### config.mk
export PLATFORM = sky130hd
export DESIGN_NAME = usb_config_descriptor_parser_flat
export DESIGN_NICKNAME = d
export VERILOG_FILES = /design/src/design/ucdp_pkg.sv /design/src/design/ucdp_req_if.sv /design/src/design/ucdp_rsp_if.sv /design/src/design/ucdp_front.sv /design/src/design/ucdp_queue.sv /design/src/design/ucdp_back.sv /design/src/design/usb_config_descriptor_parser.sv /design/src/flat_wrapper.sv
export SDC_FILE = /design/constraint.sdc
export NUM_CORES = 1
export LEC_CHECK = 0
export ABC_AREA = 1
export BUFFER_PORTS_ARGS = -buffer_cell sky130_fd_sc_hd__buf_2
export CAP_MARGIN = 30
export CORE_UTILIZATION = 49
export CTS_CLUSTER_DIAMETER = 40
export DETAILED_ROUTE_END_ITERATION = 8
export PLACE_DENSITY = 0.68
export SETUP_SLACK_MARGIN = 0.02
export SYNTH_ARGS = -nofsm -noshare
export SYNTH_HDL_FRONTEND = slang
export SYNTH_SLANG_ARGS = --single-unit
export TNS_END_PERCENT = 30
### constraint.sdc
create_clock -name clock -period 6.91 [get_ports clock]
set_clock_uncertainty 0.2 [all_clocks]
set_input_delay 0 -clock clock [delete_from_list [all_inputs] [get_ports clock]]
set_output_delay 0 -clock clock [all_outputs]
set_load 0.01 [all_outputs]
### src/design/ucdp_pkg.sv
// Package for the USB configuration descriptor parser.
// Holds descriptor codes, record and queue entry types, and parameter defaults.
// No dependencies.
`timescale 1ns / 1ps
`default_nettype none

package ucdp_pkg;

   localparam int MAX_INTERFACES_DEFAULT   = 4;
   localparam int MAX_IN_ENDPOINTS_DEFAULT = 4;
   localparam int BUFFER_BYTES_DEFAULT     = 512;

   localparam logic [7:0] TYPE_CONFIG    = 8'h02;
   localparam logic [7:0] TYPE_INTERFACE = 8'h04;
   localparam logic [7:0] TYPE_ENDPOINT  = 8'h05;
   localparam logic [7:0] CLASS_HID      = 8'h03;
   localparam logic [7:0] DIR_IN_MASK    = 8'h80;
   localparam logic [7:0] EP_NUM_MASK    = 8'h0F;
   localparam logic [7:0] MIN_DESC_LEN   = 8'd2;

   // descriptor byte offsets of the fields picked out
   localparam logic [7:0] OFF_LENGTH     = 8'd0;
   localparam logic [7:0] OFF_TYPE       = 8'd1;
   localparam logic [7:0] OFF_NUM_IFS    = 8'd4;
   localparam logic [7:0] OFF_IF_CLASS   = 8'd5;
   localparam logic [7:0] OFF_EP_ADDR    = 8'd2;
   localparam logic [7:0] OFF_EP_MPS_LOW = 8'd4;
   localparam logic [7:0] OFF_EP_INTV    = 8'd6;

   localparam int QUEUE_DEPTH = 4;
   localparam int QUEUE_PTR_W = $clog2(QUEUE_DEPTH);

   typedef enum logic [1:0] {
      KIND_CONFIG = 2'd0,
      KIND_HID_IF = 2'd1,
      KIND_IN_EP  = 2'd2,
      KIND_END    = 2'd3
   } kind_type;

   typedef enum logic [1:0] {
      ERR_NONE       = 2'd0,
      ERR_SHORT_DESC = 2'd1,
      ERR_SLOTS_FULL = 2'd2
   } error_type;

   typedef struct packed {
      kind_type   kind;
      logic [2:0] interface_index;
      logic [2:0] endpoint_slot;
      logic [7:0] interface_count;
      logic [3:0] endpoint_number;
      logic [7:0] max_packet_low;
      logic [7:0] poll_interval;
      error_type  parse_error;
   } record_type;

   // one accepted byte gives at most a data record followed by a parse end record
   typedef struct packed {
      logic       data_valid;
      record_type data;
      logic       end_valid;
      error_type  end_error;
   } entry_type;

endpackage

`default_nettype wire

### src/design/ucdp_req_if.sv
// Input channel interface: one descriptor byte per transfer.
// No dependencies.
`timescale 1ns / 1ps
`default_nettype none

interface ucdp_req_if;
   logic       valid;
   logic       ready;
   logic [7:0] desc_byte;
   logic       first_byte;

   modport source (output valid, output desc_byte, output first_byte, input ready);
   modport sink   (input valid, input desc_byte, input first_byte, output ready);
endinterface

`default_nettype wire

### src/design/ucdp_rsp_if.sv
// Result channel interface: one parse record per transfer.
// No dependencies.
`timescale 1ns / 1ps
`default_nettype none

interface ucdp_rsp_if;
   logic       valid;
   logic       ready;
   logic [1:0] record_kind;
   logic [2:0] interface_index;
   logic [2:0] endpoint_slot;
   logic [7:0] interface_count;
   logic [3:0] endpoint_number;
   logic [7:0] max_packet_low;
   logic [7:0] poll_interval;
   logic [1:0] parse_error;
   logic       last_of_run;

   modport source (output valid, output record_kind, output interface_index,
                   output endpoint_slot, output interface_count, output endpoint_number,
                   output max_packet_low, output poll_interval, output parse_error,
                   output last_of_run, input ready);
   modport sink   (input valid, input record_kind, input interface_index,
                   input endpoint_slot, input interface_count, input endpoint_number,
                   input max_packet_low, input poll_interval, input parse_error,
                   input last_of_run, output ready);
endinterface

`default_nettype wire

### src/design/ucdp_front.sv
// Front end: walks the descriptor chain one byte per transfer and builds queue entries.
// Depends on ucdp_pkg.
`timescale 1ns / 1ps
`default_nettype none

module ucdp_front #(
   parameter int MAX_INTERFACES   = ucdp_pkg::MAX_INTERFACES_DEFAULT,
   parameter int MAX_IN_ENDPOINTS = ucdp_pkg::MAX_IN_ENDPOINTS_DEFAULT,
   parameter int BUFFER_BYTES     = ucdp_pkg::BUFFER_BYTES_DEFAULT
) (
   input  wire logic                clock,
   input  wire logic                reset,
   input  wire logic                in_valid,
   input  wire logic [7:0]          in_byte,
   input  wire logic                in_first,
   output logic                     in_ready,
   input  wire logic                queue_full,
   output logic                     push,
   output ucdp_pkg::entry_type      push_entry
);

   localparam int POS_W  = $clog2(BUFFER_BYTES);
   localparam int ICNT_W = $clog2(MAX_INTERFACES + 1);
   localparam int ECNT_W = $clog2(MAX_IN_ENDPOINTS + 1);

   logic [POS_W-1:0]  pos_ff,   pos_in,   cur_pos;
   logic [15:0]       total_ff, total_in, cur_total;
   logic [7:0]        off_ff,   off_in,   cur_off;
   logic [7:0]        dlen_ff,  dlen_in,  cur_dlen;
   logic [7:0]        dtype_ff, dtype_in, cur_dtype;
   logic              hid_ff,   hid_in,   cur_hid;
   logic [ICNT_W-1:0] icnt_ff,  icnt_in,  cur_icnt;
   logic [ECNT_W-1:0] ecnt_ff,  ecnt_in,  cur_ecnt;
   logic [7:0]        addr_ff,  addr_in,  cur_addr;
   logic [7:0]        mps_ff,   mps_in,   cur_mps;
   logic              stop_ff,  stop_in,  cur_stop;

   logic       accept;
   logic       halt;
   logic [7:0] start;
   logic [2:0] ifx;
   ucdp_pkg::entry_type entry;

   assign in_ready = !queue_full;
   assign accept   = in_valid && in_ready;
   assign push     = accept && (entry.data_valid || entry.end_valid);
   assign push_entry = entry;

   always_comb begin
      // a first byte parses from the reset state
      if (in_first) begin
         cur_pos   = '0;
         cur_total = 16'hFFFF;
         cur_off   = '0;
         cur_dlen  = '0;
         cur_dtype = '0;
         cur_hid   = 1'b0;
         cur_icnt  = '0;
         cur_ecnt  = '0;
         cur_addr  = '0;
         cur_mps   = '0;
         cur_stop  = 1'b0;
      end else begin
         cur_pos   = pos_ff;
         cur_total = total_ff;
         cur_off   = off_ff;
         cur_dlen  = dlen_ff;
         cur_dtype = dtype_ff;
         cur_hid   = hid_ff;
         cur_icnt  = icnt_ff;
         cur_ecnt  = ecnt_ff;
         cur_addr  = addr_ff;
         cur_mps   = mps_ff;
         cur_stop  = stop_ff;
      end

      pos_in   = cur_pos;
      total_in = cur_total;
      off_in   = cur_off;
      dlen_in  = cur_dlen;
      dtype_in = cur_dtype;
      hid_in   = cur_hid;
      icnt_in  = cur_icnt;
      ecnt_in  = cur_ecnt;
      addr_in  = cur_addr;
      mps_in   = cur_mps;
      stop_in  = cur_stop;

      entry = '0;
      halt  = 1'b0;
      start = (cur_off <= 8'd3) ? 8'd3 - cur_off : 8'd0;
      ifx   = 3'(cur_icnt - 1'b1);

      if (!cur_stop) begin
         if (cur_pos == POS_W'(2)) begin
            total_in[7:0] = in_byte;
         end
         if (cur_pos == POS_W'(3)) begin
            total_in[15:8] = in_byte;
            // total length already behind the descriptor in progress
            if ({8'h00, start} >= total_in) begin
               entry.end_valid = 1'b1;
               halt = 1'b1;
            end
         end

         if (!halt) begin
            if (cur_off == ucdp_pkg::OFF_LENGTH) begin
               dlen_in = in_byte;
               if (in_byte < ucdp_pkg::MIN_DESC_LEN) begin
                  entry.end_valid = 1'b1;
                  entry.end_error = ucdp_pkg::ERR_SHORT_DESC;
                  halt = 1'b1;
               end
            end else if (cur_off == ucdp_pkg::OFF_TYPE) begin
               dtype_in = in_byte;
               if (in_byte == ucdp_pkg::TYPE_INTERFACE) begin
                  hid_in = 1'b0;
                  if (cur_icnt >= ICNT_W'(MAX_INTERFACES)) begin
                     entry.end_valid = 1'b1;
                     halt = 1'b1;
                  end else begin
                     icnt_in = cur_icnt + 1'b1;
                  end
               end
            end else if (cur_dtype == ucdp_pkg::TYPE_CONFIG) begin
               // header is skipped for a config descriptor inside a HID interface
               if (cur_off == ucdp_pkg::OFF_NUM_IFS && !cur_hid) begin
                  entry.data_valid           = 1'b1;
                  entry.data.kind            = ucdp_pkg::KIND_CONFIG;
                  entry.data.interface_count = in_byte;
               end
            end else if (cur_dtype == ucdp_pkg::TYPE_INTERFACE) begin
               if (cur_off == ucdp_pkg::OFF_IF_CLASS && in_byte == ucdp_pkg::CLASS_HID) begin
                  hid_in  = 1'b1;
                  ecnt_in = '0;
                  entry.data_valid           = 1'b1;
                  entry.data.kind            = ucdp_pkg::KIND_HID_IF;
                  entry.data.interface_index = ifx;
               end
            end else if (cur_dtype == ucdp_pkg::TYPE_ENDPOINT && cur_hid) begin
               if (cur_off == ucdp_pkg::OFF_EP_ADDR) begin
                  addr_in = in_byte;
               end else if (cur_off == ucdp_pkg::OFF_EP_MPS_LOW) begin
                  mps_in = in_byte;
               end else if (cur_off == ucdp_pkg::OFF_EP_INTV
                            && (cur_addr & ucdp_pkg::DIR_IN_MASK) != 8'h00) begin
                  entry.data_valid           = 1'b1;
                  entry.data.kind            = ucdp_pkg::KIND_IN_EP;
                  entry.data.interface_index = ifx;
                  if (cur_ecnt < ECNT_W'(MAX_IN_ENDPOINTS)) begin
                     entry.data.endpoint_slot   = 3'(cur_ecnt);
                     entry.data.endpoint_number = 4'(cur_addr & ucdp_pkg::EP_NUM_MASK);
                     entry.data.max_packet_low  = cur_mps;
                     entry.data.poll_interval   = in_byte;
                     ecnt_in = cur_ecnt + 1'b1;
                  end else begin
                     entry.data.parse_error = ucdp_pkg::ERR_SLOTS_FULL;
                  end
               end
            end
         end

         if (!halt) begin
            if ({1'b0, cur_off} + 9'd1 >= {1'b0, dlen_in}) begin
               off_in = '0;
               if (17'(cur_pos) + 17'd1 >= {1'b0, total_in}) begin
                  entry.end_valid = 1'b1;
               end
            end else begin
               off_in = cur_off + 8'd1;
            end
            pos_in = cur_pos + 1'b1;
            // last byte the buffer can hold
            if (!entry.end_valid && 17'(cur_pos) + 17'd1 >= 17'(BUFFER_BYTES)) begin
               entry.end_valid = 1'b1;
            end
         end

         if (entry.end_valid) begin
            stop_in = 1'b1;
         end
      end
   end

   always_ff @(posedge clock) begin
      if (reset) begin
         pos_ff   <= '0;
         total_ff <= 16'hFFFF;
         off_ff   <= '0;
         dlen_ff  <= '0;
         dtype_ff <= '0;
         hid_ff   <= 1'b0;
         icnt_ff  <= '0;
         ecnt_ff  <= '0;
         addr_ff  <= '0;
         mps_ff   <= '0;
         stop_ff  <= 1'b0;
      end else if (accept) begin
         pos_ff   <= pos_in;
         total_ff <= total_in;
         off_ff   <= off_in;
         dlen_ff  <= dlen_in;
         dtype_ff <= dtype_in;
         hid_ff   <= hid_in;
         icnt_ff  <= icnt_in;
         ecnt_ff  <= ecnt_in;
         addr_ff  <= addr_in;
         mps_ff   <= mps_in;
         stop_ff  <= stop_in;
      end
   end

endmodule

`default_nettype wire

### src/design/ucdp_queue.sv
// Short queue of parse entries between the front end and the output stage.
// Depends on ucdp_pkg.
`timescale 1ns / 1ps
`default_nettype none

module ucdp_queue (
   input  wire logic                clock,
   input  wire logic                reset,
   input  wire logic                push,
   input  wire ucdp_pkg::entry_type push_entry,
   input  wire logic                pop,
   output ucdp_pkg::entry_type      head,
   output logic                     empty,
   output logic                     full
);

   localparam int PW = ucdp_pkg::QUEUE_PTR_W;

   ucdp_pkg::entry_type mem_ff [ucdp_pkg::QUEUE_DEPTH];

   logic [PW-1:0] wr_ptr_ff, wr_ptr_in;
   logic [PW-1:0] rd_ptr_ff, rd_ptr_in;
   logic [PW:0]   count_ff,  count_in;
   logic          do_push, do_pop;

   assign empty   = (count_ff == '0);
   assign full    = (count_ff == (PW+1)'(ucdp_pkg::QUEUE_DEPTH));
   assign do_push = push && !full;
   assign do_pop  = pop && !empty;
   assign head    = mem_ff[rd_ptr_ff];

   always_comb begin
      wr_ptr_in = do_push ? wr_ptr_ff + 1'b1 : wr_ptr_ff;
      rd_ptr_in = do_pop  ? rd_ptr_ff + 1'b1 : rd_ptr_ff;
      count_in  = count_ff;
      if (do_push && !do_pop) begin
         count_in = count_ff + 1'b1;
      end else if (do_pop && !do_push) begin
         count_in = count_ff - 1'b1;
      end
   end

   always_ff @(posedge clock) begin
      if (do_push) begin
         mem_ff[wr_ptr_ff] <= push_entry;
      end
   end

   always_ff @(posedge clock) begin
      if (reset) begin
         wr_ptr_ff <= '0;
         rd_ptr_ff <= '0;
         count_ff  <= '0;
      end else begin
         wr_ptr_ff <= wr_ptr_in;
         rd_ptr_ff <= rd_ptr_in;
         count_ff  <= count_in;
      end
   end

endmodule

`default_nettype wire

### src/design/ucdp_back.sv
// Output stage: sends the records of the head queue entry one per transfer.
// Depends on ucdp_pkg.
`timescale 1ns / 1ps
`default_nettype none

module ucdp_back (
   input  wire logic                clock,
   input  wire logic                reset,
   input  wire ucdp_pkg::entry_type head,
   input  wire logic                empty,
   output logic                     pop,
   output logic                     out_valid,
   input  wire logic                out_ready,
   output ucdp_pkg::record_type     out_record,
   output logic                     out_last
);

   // set once the data record of a two-record entry has gone
   logic data_sent_ff, data_sent_in;
   logic send_data;
   logic xfer;

   assign out_valid = !empty;
   assign send_data = head.data_valid && !data_sent_ff;
   assign xfer      = out_valid && out_ready;
   assign pop       = xfer && out_last;

   always_comb begin
      if (send_data) begin
         out_record = head.data;
         out_last   = !head.end_valid;
      end else begin
         out_record             = '0;
         out_record.kind        = ucdp_pkg::KIND_END;
         out_record.parse_error = head.end_error;
         out_last               = 1'b1;
      end

      data_sent_in = data_sent_ff;
      if (pop) begin
         data_sent_in = 1'b0;
      end else if (xfer && send_data) begin
         data_sent_in = 1'b1;
      end
   end

   always_ff @(posedge clock) begin
      if (reset) begin
         data_sent_ff <= 1'b0;
      end else begin
         data_sent_ff <= data_sent_in;
      end
   end

endmodule

`default_nettype wire

### src/design/usb_config_descriptor_parser.sv
// USB configuration descriptor parser. Takes the descriptor buffer one byte per
// transfer on req_stream (first_byte restarts the walk) and returns header, HID
// interface, IN endpoint and parse end records on rsp_stream. A byte is taken
// every cycle while the four-entry record queue has room; a byte that yields
// two records (a data record and the parse end) takes two output transfers,
// and the sustained rate is one byte per cycle with rsp_stream ready.
// A byte's records are registered in the record queue before rsp_stream. Bytes
// after the parse end are taken and give nothing until the next first byte.
// Depends on ucdp_pkg, ucdp_req_if, ucdp_rsp_if, ucdp_front, ucdp_queue, ucdp_back.
`timescale 1ns / 1ps
`default_nettype none

module usb_config_descriptor_parser #(
   parameter int MAX_INTERFACES   = ucdp_pkg::MAX_INTERFACES_DEFAULT,
   parameter int MAX_IN_ENDPOINTS = ucdp_pkg::MAX_IN_ENDPOINTS_DEFAULT,
   parameter int BUFFER_BYTES     = ucdp_pkg::BUFFER_BYTES_DEFAULT
) (
   input wire logic   clock,
   input wire logic   reset,
   ucdp_req_if.sink   req_stream,
   ucdp_rsp_if.source rsp_stream
);

   logic                 push;
   logic                 pop;
   logic                 empty;
   logic                 full;
   logic                 front_ready;
   logic                 out_valid;
   logic                 out_last;
   ucdp_pkg::entry_type  push_entry;
   ucdp_pkg::entry_type  head;
   ucdp_pkg::record_type out_record;

   ucdp_front #(
      .MAX_INTERFACES   (MAX_INTERFACES),
      .MAX_IN_ENDPOINTS (MAX_IN_ENDPOINTS),
      .BUFFER_BYTES     (BUFFER_BYTES)
   ) u_front (
      .clock      (clock),
      .reset      (reset),
      .in_valid   (req_stream.valid),
      .in_byte    (req_stream.desc_byte),
      .in_first   (req_stream.first_byte),
      .in_ready   (front_ready),
      .queue_full (full),
      .push       (push),
      .push_entry (push_entry)
   );

   ucdp_queue u_queue (
      .clock      (clock),
      .reset      (reset),
      .push       (push),
      .push_entry (push_entry),
      .pop        (pop),
      .head       (head),
      .empty      (empty),
      .full       (full)
   );

   ucdp_back u_back (
      .clock      (clock),
      .reset      (reset),
      .head       (head),
      .empty      (empty),
      .pop        (pop),
      .out_valid  (out_valid),
      .out_ready  (rsp_stream.ready),
      .out_record (out_record),
      .out_last   (out_last)
   );

   assign req_stream.ready           = front_ready;
   assign rsp_stream.valid           = out_valid;
   assign rsp_stream.record_kind     = out_record.kind;
   assign rsp_stream.interface_index = out_record.interface_index;
   assign rsp_stream.endpoint_slot   = out_record.endpoint_slot;
   assign rsp_stream.interface_count = out_record.interface_count;
   assign rsp_stream.endpoint_number = out_record.endpoint_number;
   assign rsp_stream.max_packet_low  = out_record.max_packet_low;
   assign rsp_stream.poll_interval   = out_record.poll_interval;
   assign rsp_stream.parse_error     = out_record.parse_error;
   assign rsp_stream.last_of_run     = out_last;

endmodule

`default_nettype wire
### src/flat_wrapper.sv
// flat-port wrapper written by rule: the top's interface ports become plain ports
module usb_config_descriptor_parser_flat 
#(
   parameter int MAX_INTERFACES   = ucdp_pkg::MAX_INTERFACES_DEFAULT,
   parameter int MAX_IN_ENDPOINTS = ucdp_pkg::MAX_IN_ENDPOINTS_DEFAULT,
   parameter int BUFFER_BYTES     = ucdp_pkg::BUFFER_BYTES_DEFAULT
)
  (clock, reset, req_stream_valid, req_stream_desc_byte, req_stream_first_byte, req_stream_ready, rsp_stream_valid, rsp_stream_record_kind, rsp_stream_interface_index, rsp_stream_endpoint_slot, rsp_stream_interface_count, rsp_stream_endpoint_number, rsp_stream_max_packet_low, rsp_stream_poll_interval, rsp_stream_parse_error, rsp_stream_last_of_run, rsp_stream_ready);
  ucdp_req_if req_stream_i ();
  ucdp_rsp_if rsp_stream_i ();
  input wire logic clock;
  input wire logic reset;
  input wire logic [$bits(req_stream_i.valid)-1:0] req_stream_valid;
  input wire logic [$bits(req_stream_i.desc_byte)-1:0] req_stream_desc_byte;
  input wire logic [$bits(req_stream_i.first_byte)-1:0] req_stream_first_byte;
  output wire logic [$bits(req_stream_i.ready)-1:0] req_stream_ready;
  output wire logic [$bits(rsp_stream_i.valid)-1:0] rsp_stream_valid;
  output wire logic [$bits(rsp_stream_i.record_kind)-1:0] rsp_stream_record_kind;
  output wire logic [$bits(rsp_stream_i.interface_index)-1:0] rsp_stream_interface_index;
  output wire logic [$bits(rsp_stream_i.endpoint_slot)-1:0] rsp_stream_endpoint_slot;
  output wire logic [$bits(rsp_stream_i.interface_count)-1:0] rsp_stream_interface_count;
  output wire logic [$bits(rsp_stream_i.endpoint_number)-1:0] rsp_stream_endpoint_number;
  output wire logic [$bits(rsp_stream_i.max_packet_low)-1:0] rsp_stream_max_packet_low;
  output wire logic [$bits(rsp_stream_i.poll_interval)-1:0] rsp_stream_poll_interval;
  output wire logic [$bits(rsp_stream_i.parse_error)-1:0] rsp_stream_parse_error;
  output wire logic [$bits(rsp_stream_i.last_of_run)-1:0] rsp_stream_last_of_run;
  input wire logic [$bits(rsp_stream_i.ready)-1:0] rsp_stream_ready;
  assign req_stream_i.valid = req_stream_valid;
  assign req_stream_i.desc_byte = req_stream_desc_byte;
  assign req_stream_i.first_byte = req_stream_first_byte;
  assign req_stream_ready = req_stream_i.ready;
  assign rsp_stream_valid = rsp_stream_i.valid;
  assign rsp_stream_record_kind = rsp_stream_i.record_kind;
  assign rsp_stream_interface_index = rsp_stream_i.interface_index;
  assign rsp_stream_endpoint_slot = rsp_stream_i.endpoint_slot;
  assign rsp_stream_interface_count = rsp_stream_i.interface_count;
  assign rsp_stream_endpoint_number = rsp_stream_i.endpoint_number;
  assign rsp_stream_max_packet_low = rsp_stream_i.max_packet_low;
  assign rsp_stream_poll_interval = rsp_stream_i.poll_interval;
  assign rsp_stream_parse_error = rsp_stream_i.parse_error;
  assign rsp_stream_last_of_run = rsp_stream_i.last_of_run;
  assign rsp_stream_i.ready = rsp_stream_ready;
  usb_config_descriptor_parser #(.MAX_INTERFACES(MAX_INTERFACES), .MAX_IN_ENDPOINTS(MAX_IN_ENDPOINTS), .BUFFER_BYTES(BUFFER_BYTES)) u_core (.clock(clock), .reset(reset), .req_stream(req_stream_i), .rsp_stream(rsp_stream_i));
endmodule
==> PnR_summary.wiki <==
{| class="wikitable"
! Metric !! Value
|-
| Top-area cell type share of the netlist area || 39.4%
|-
| Global-route wire length before repair || 47.1 mm
|-
| Total number of nets in the final design || 1470
|-
| Leading post-synthesis cells by cell area || edfxtp_1, dfxtp_1, nor2_1
|-
| Synth warnings || 0
|-
| Final design area excluding fillers || 0.0139 sq mm
|-
| Routability congestion estimate || 0.923
|-
| Post-synthesis instance total || 1357
|-
| Arrival time at the worst endpoint || 6.37 ns
|-
| GR Util All Layers || 24.4%
|-
| Drt pass-1 iters || 5
|-
| Worst slew margin || 33.5%
|-
| PortBufs || 52
|-
| Crit-path max cell delay || 0.52 ns
|-
| Placeable core region || 0.0236 sq mm
|-
| Total number of H-tree levels || 2
|-
| Slowest cell on the critical path || dlygate4sd3_1
|-
| Clock Sinks || 236
|-
| Startpoint Class || primary input
|-
| Antenna violations before repair || 0
|-
| IR Drop Worst-Case VDD || 237 uV
|-
| Power density over the cells || 350 mW/mm^2
|-
| Number of placement rows || 56
|-
| RSZ-0062 raised after global routing || no
|-
| Vias || 9614
|-
| Setup violators final || 0
|-
| Largest net degree at the start of global routing || 80
|-
| Average cell area after synthesis || 8.77 sq um
|-
| Hold_buf cts || 15
|-
| Final Hold Violating Endpoints || 0
|-
| Number of inserted diodes || 0
|-
| Clock buffer count from CTS || 35
|-
| Most repeated library cell on the critical path || nand2_1
|-
| Maximum frequency from static timing analysis || 0.162 GHz
|-
| Number of distinct standard cells referenced by the synthesized netlist || 51
|-
| Die Y || 158 microns
|-
| Worst min-delay path category || in -> reg
|-
| List of most frequent post-synthesis cells || nor2_1, nand2_1, edfxtp_1
|-
| Final Routed Wirelength || 29.7 mm
|-
| Most used flip-flop cell after synthesis || edfxtp_1
|-
| Starting Density || 50.4%
|-
| Post-CTS clock slew at the launch and capture registers of the worst setup and hold paths || 0.05 ns
|-
| Fraction of the cycle the final worst path needs || 89.3%
|-
| Clock Tree Buf Depth || 3
|-
| Final-layout setup total negative slack || 0 ns
|-
| Count of flip-flops with a built-in enable after synthesis || 156
|-
| Max Transition Viols Final || 0
|-
| Post-CTS setup repair buffer count || 0
|-
| Area leader, netlist || edfxtp_1
|-
| Class of the most critical setup path || in -> reg
|-
| Nets in the synthesized netlist || 1415
|-
| Via count of the first global-routing pass || 8972
|-
| Cell area after synthesis || 0.0119 sq mm
|-
| Total DRC errors in the routed layout || 0
|-
| Ratio of cells with drive above 1 in the final layout || 13.0%
|-
| Largest fanout on the critical path || 28
|-
| Most repeated cell in the gate-level netlist after synthesis || nor2_1
|-
| Lkg Pwr || 0.00543 uW
|-
| Latest clock arrival within the worst-skew pair || 0.52 ns
|-
| Critical Path RT || 7.10 ns
|-
| Final cell utilization of the core || 58.8%
|-
| CTS tree || yes
|-
| Filler Cells Inserted || 2059
|-
| Post-CTS Resized || 0
|-
| Clock root buffer master || clkbuf_16
|-
| Standard cell area after detailed placement || 0.0124 sq mm
|-
| Max-cap violations || 0
|-
| Ratio of routed vias to standard cells || 5.47
|-
| Post-layout minimum cycle time || 6.17 ns
|-
| Run status || finished clean
|-
| Area enclosed by the die boundary || 0.0249 sq mm
|-
| DRT antenna net count || 0
|-
| Share of the yosys chip area belonging to registers || 52.8%
|-
| Tightest Pin Transition || 0.996 ns
|-
| Number of ports placed on the die boundary || 54
|-
| Post-synthesis to final-layout area growth || 16.6%
|-
| Number of DRC violations after detailed-routing iteration 0 || 918
|-
| Number of storage elements in the synthesis netlist || 236
|-
| Die outline width || 158 microns
|-
| Endpoint class of the critical path || flip-flop
|-
| Placed wire-length estimate after detailed placement || 18.7 mm
|-
| Routed wire length per instance || 16.9 microns
|-
| Global route total overflow || 0
|-
| Share of synthesized flip-flops with an asynchronous set or reset || 0%
|}
-- state kept, by name, indices dropped and copies added (netlist names), 3 cells and up, named ones only --
| signal | count |
|---|---|
| u_core.u_front.ecnt_ff | 3 |
| u_core.u_queue.count_ff | 3 |
| u_core.u_front.pos_ff | 9 |
| u_core.u_front.addr_ff | 5 |
| u_core.u_front.icnt_ff | 3 |
| u_core.u_front.dtype_ff | 8 |
| u_core.u_front.mps_ff | 8 |
| u_core.u_queue.mem_ff | 156 |
| u_core.u_front.dlen_ff | 8 |
| u_core.u_front.total_ff | 16 |
| u_core.u_front.off_ff | 8 |
-- per-stage QoR --
stage / hold slack, ns / setup WS [ns] / instances / total power, uW
finish: 0.256 / 0.736 / 1758 / 4860
global route: 0.267 / 0.0683 / 1758 / 5100
CTS: 0.242 / 0.771 / 1758 / 4890
detailed placement: 0.222 / 0.841 / 1679 / 2940
global placement: 0.201 / 1.06 / 1678 / 2930
floorplan: -0.000454 / 0.601 / 1357 / 2510
-- worst paths after layout --
check | start | endpoint | slack, ns | cells after the start
max | req_stream_first_byte | u_core.u_queue.count_ff[2] | 0.74 | 43
min | req_stream_desc_byte[5] | u_core.u_front.mps_ff[5] | 0.26 | 4
max reg2reg | u_core.u_front.off_ff[5] | u_core.u_queue.count_ff[2] | 0.97 | 40
min reg2reg | u_core.u_front.mps_ff[5] | u_core.u_front.mps_ff[5] | 0.26 | 2
-- placed cells by master, fill, tap and decap left out, types with 3 or more instances in the layout --
master,n
nor2_1,223
nand2_1,193
edfxtp_1,156
o21ai_0,144
a21oi_1,136
inv_1,113
dfxtp_1,79
buf_2,52
ha_1,44
clkbuf_16,37
nand3_1,30
nor3_1,29
o211ai_1,25
buf_4,16
dlygate4sd3_1,15
nand4_1,14
nor2_2,11
nand2_2,11
nor2_4,11
xor2_1,10
inv_2,9
a31oi_1,9
bufinv_16,7
nand2_4,5
clkbuf_1,5
o221ai_1,4
clkbuf_8,4
nor4_1,3
or2_2,3
clkinv_2,3
-- final cells by class --
type	count	area, sq um	area share [%]
Sequential cell	236	6290	45.3
Multi-Input combinational cell	931	4870	35.1
Clock buffer	46	1000	7.21
Timing Repair Buffer	84	546	3.93
Inverter	124	473	3.41
Tap cell	319	399	2.88
Clock inverter	18	295	2.13
-- power breakdown --
group          internal [uW]  total [uW]  switching (uW)  leakage [uW]
Combinational            416        1310             893       0.00296
Clock                   1290        1930             646      0.000627
Sequential              1570        1620            49.7       0.00184
-- cell families after synthesis --
kind of cell             synth area share [%]
AO/OA/AOI/OAI                            15.3
XOR/XNOR                                0.810
adder cells (fa/ha/maj)                  4.79
buffers and inverters                    6.49
flip-flops                               52.8
other                                  0.0315
AND/OR/NAND/NOR                          19.8
-- metal layers --
layer | GRT usage [%] | vias to the layer above | share of wire (%)
met5 | 0 | - | 0
met4 | 8.46 | 0 | 2.5
met3 | 3.53 | 60 | 6.2
met2 | 41.2 | 330 | 47
met1 | 32.0 | 4477 | 44
li1 | - | 4747 | -
-- critical path, delay by kind of cell --
family	cells	cell delay, ns
AND/OR/NAND/NOR	23	2.35
AO/OA/AOI/OAI	8	1.26
buffers and inverters	7	1.44
adder cells (fa/ha/maj)	5	1.31
Power figures use the tool's default switching activity.
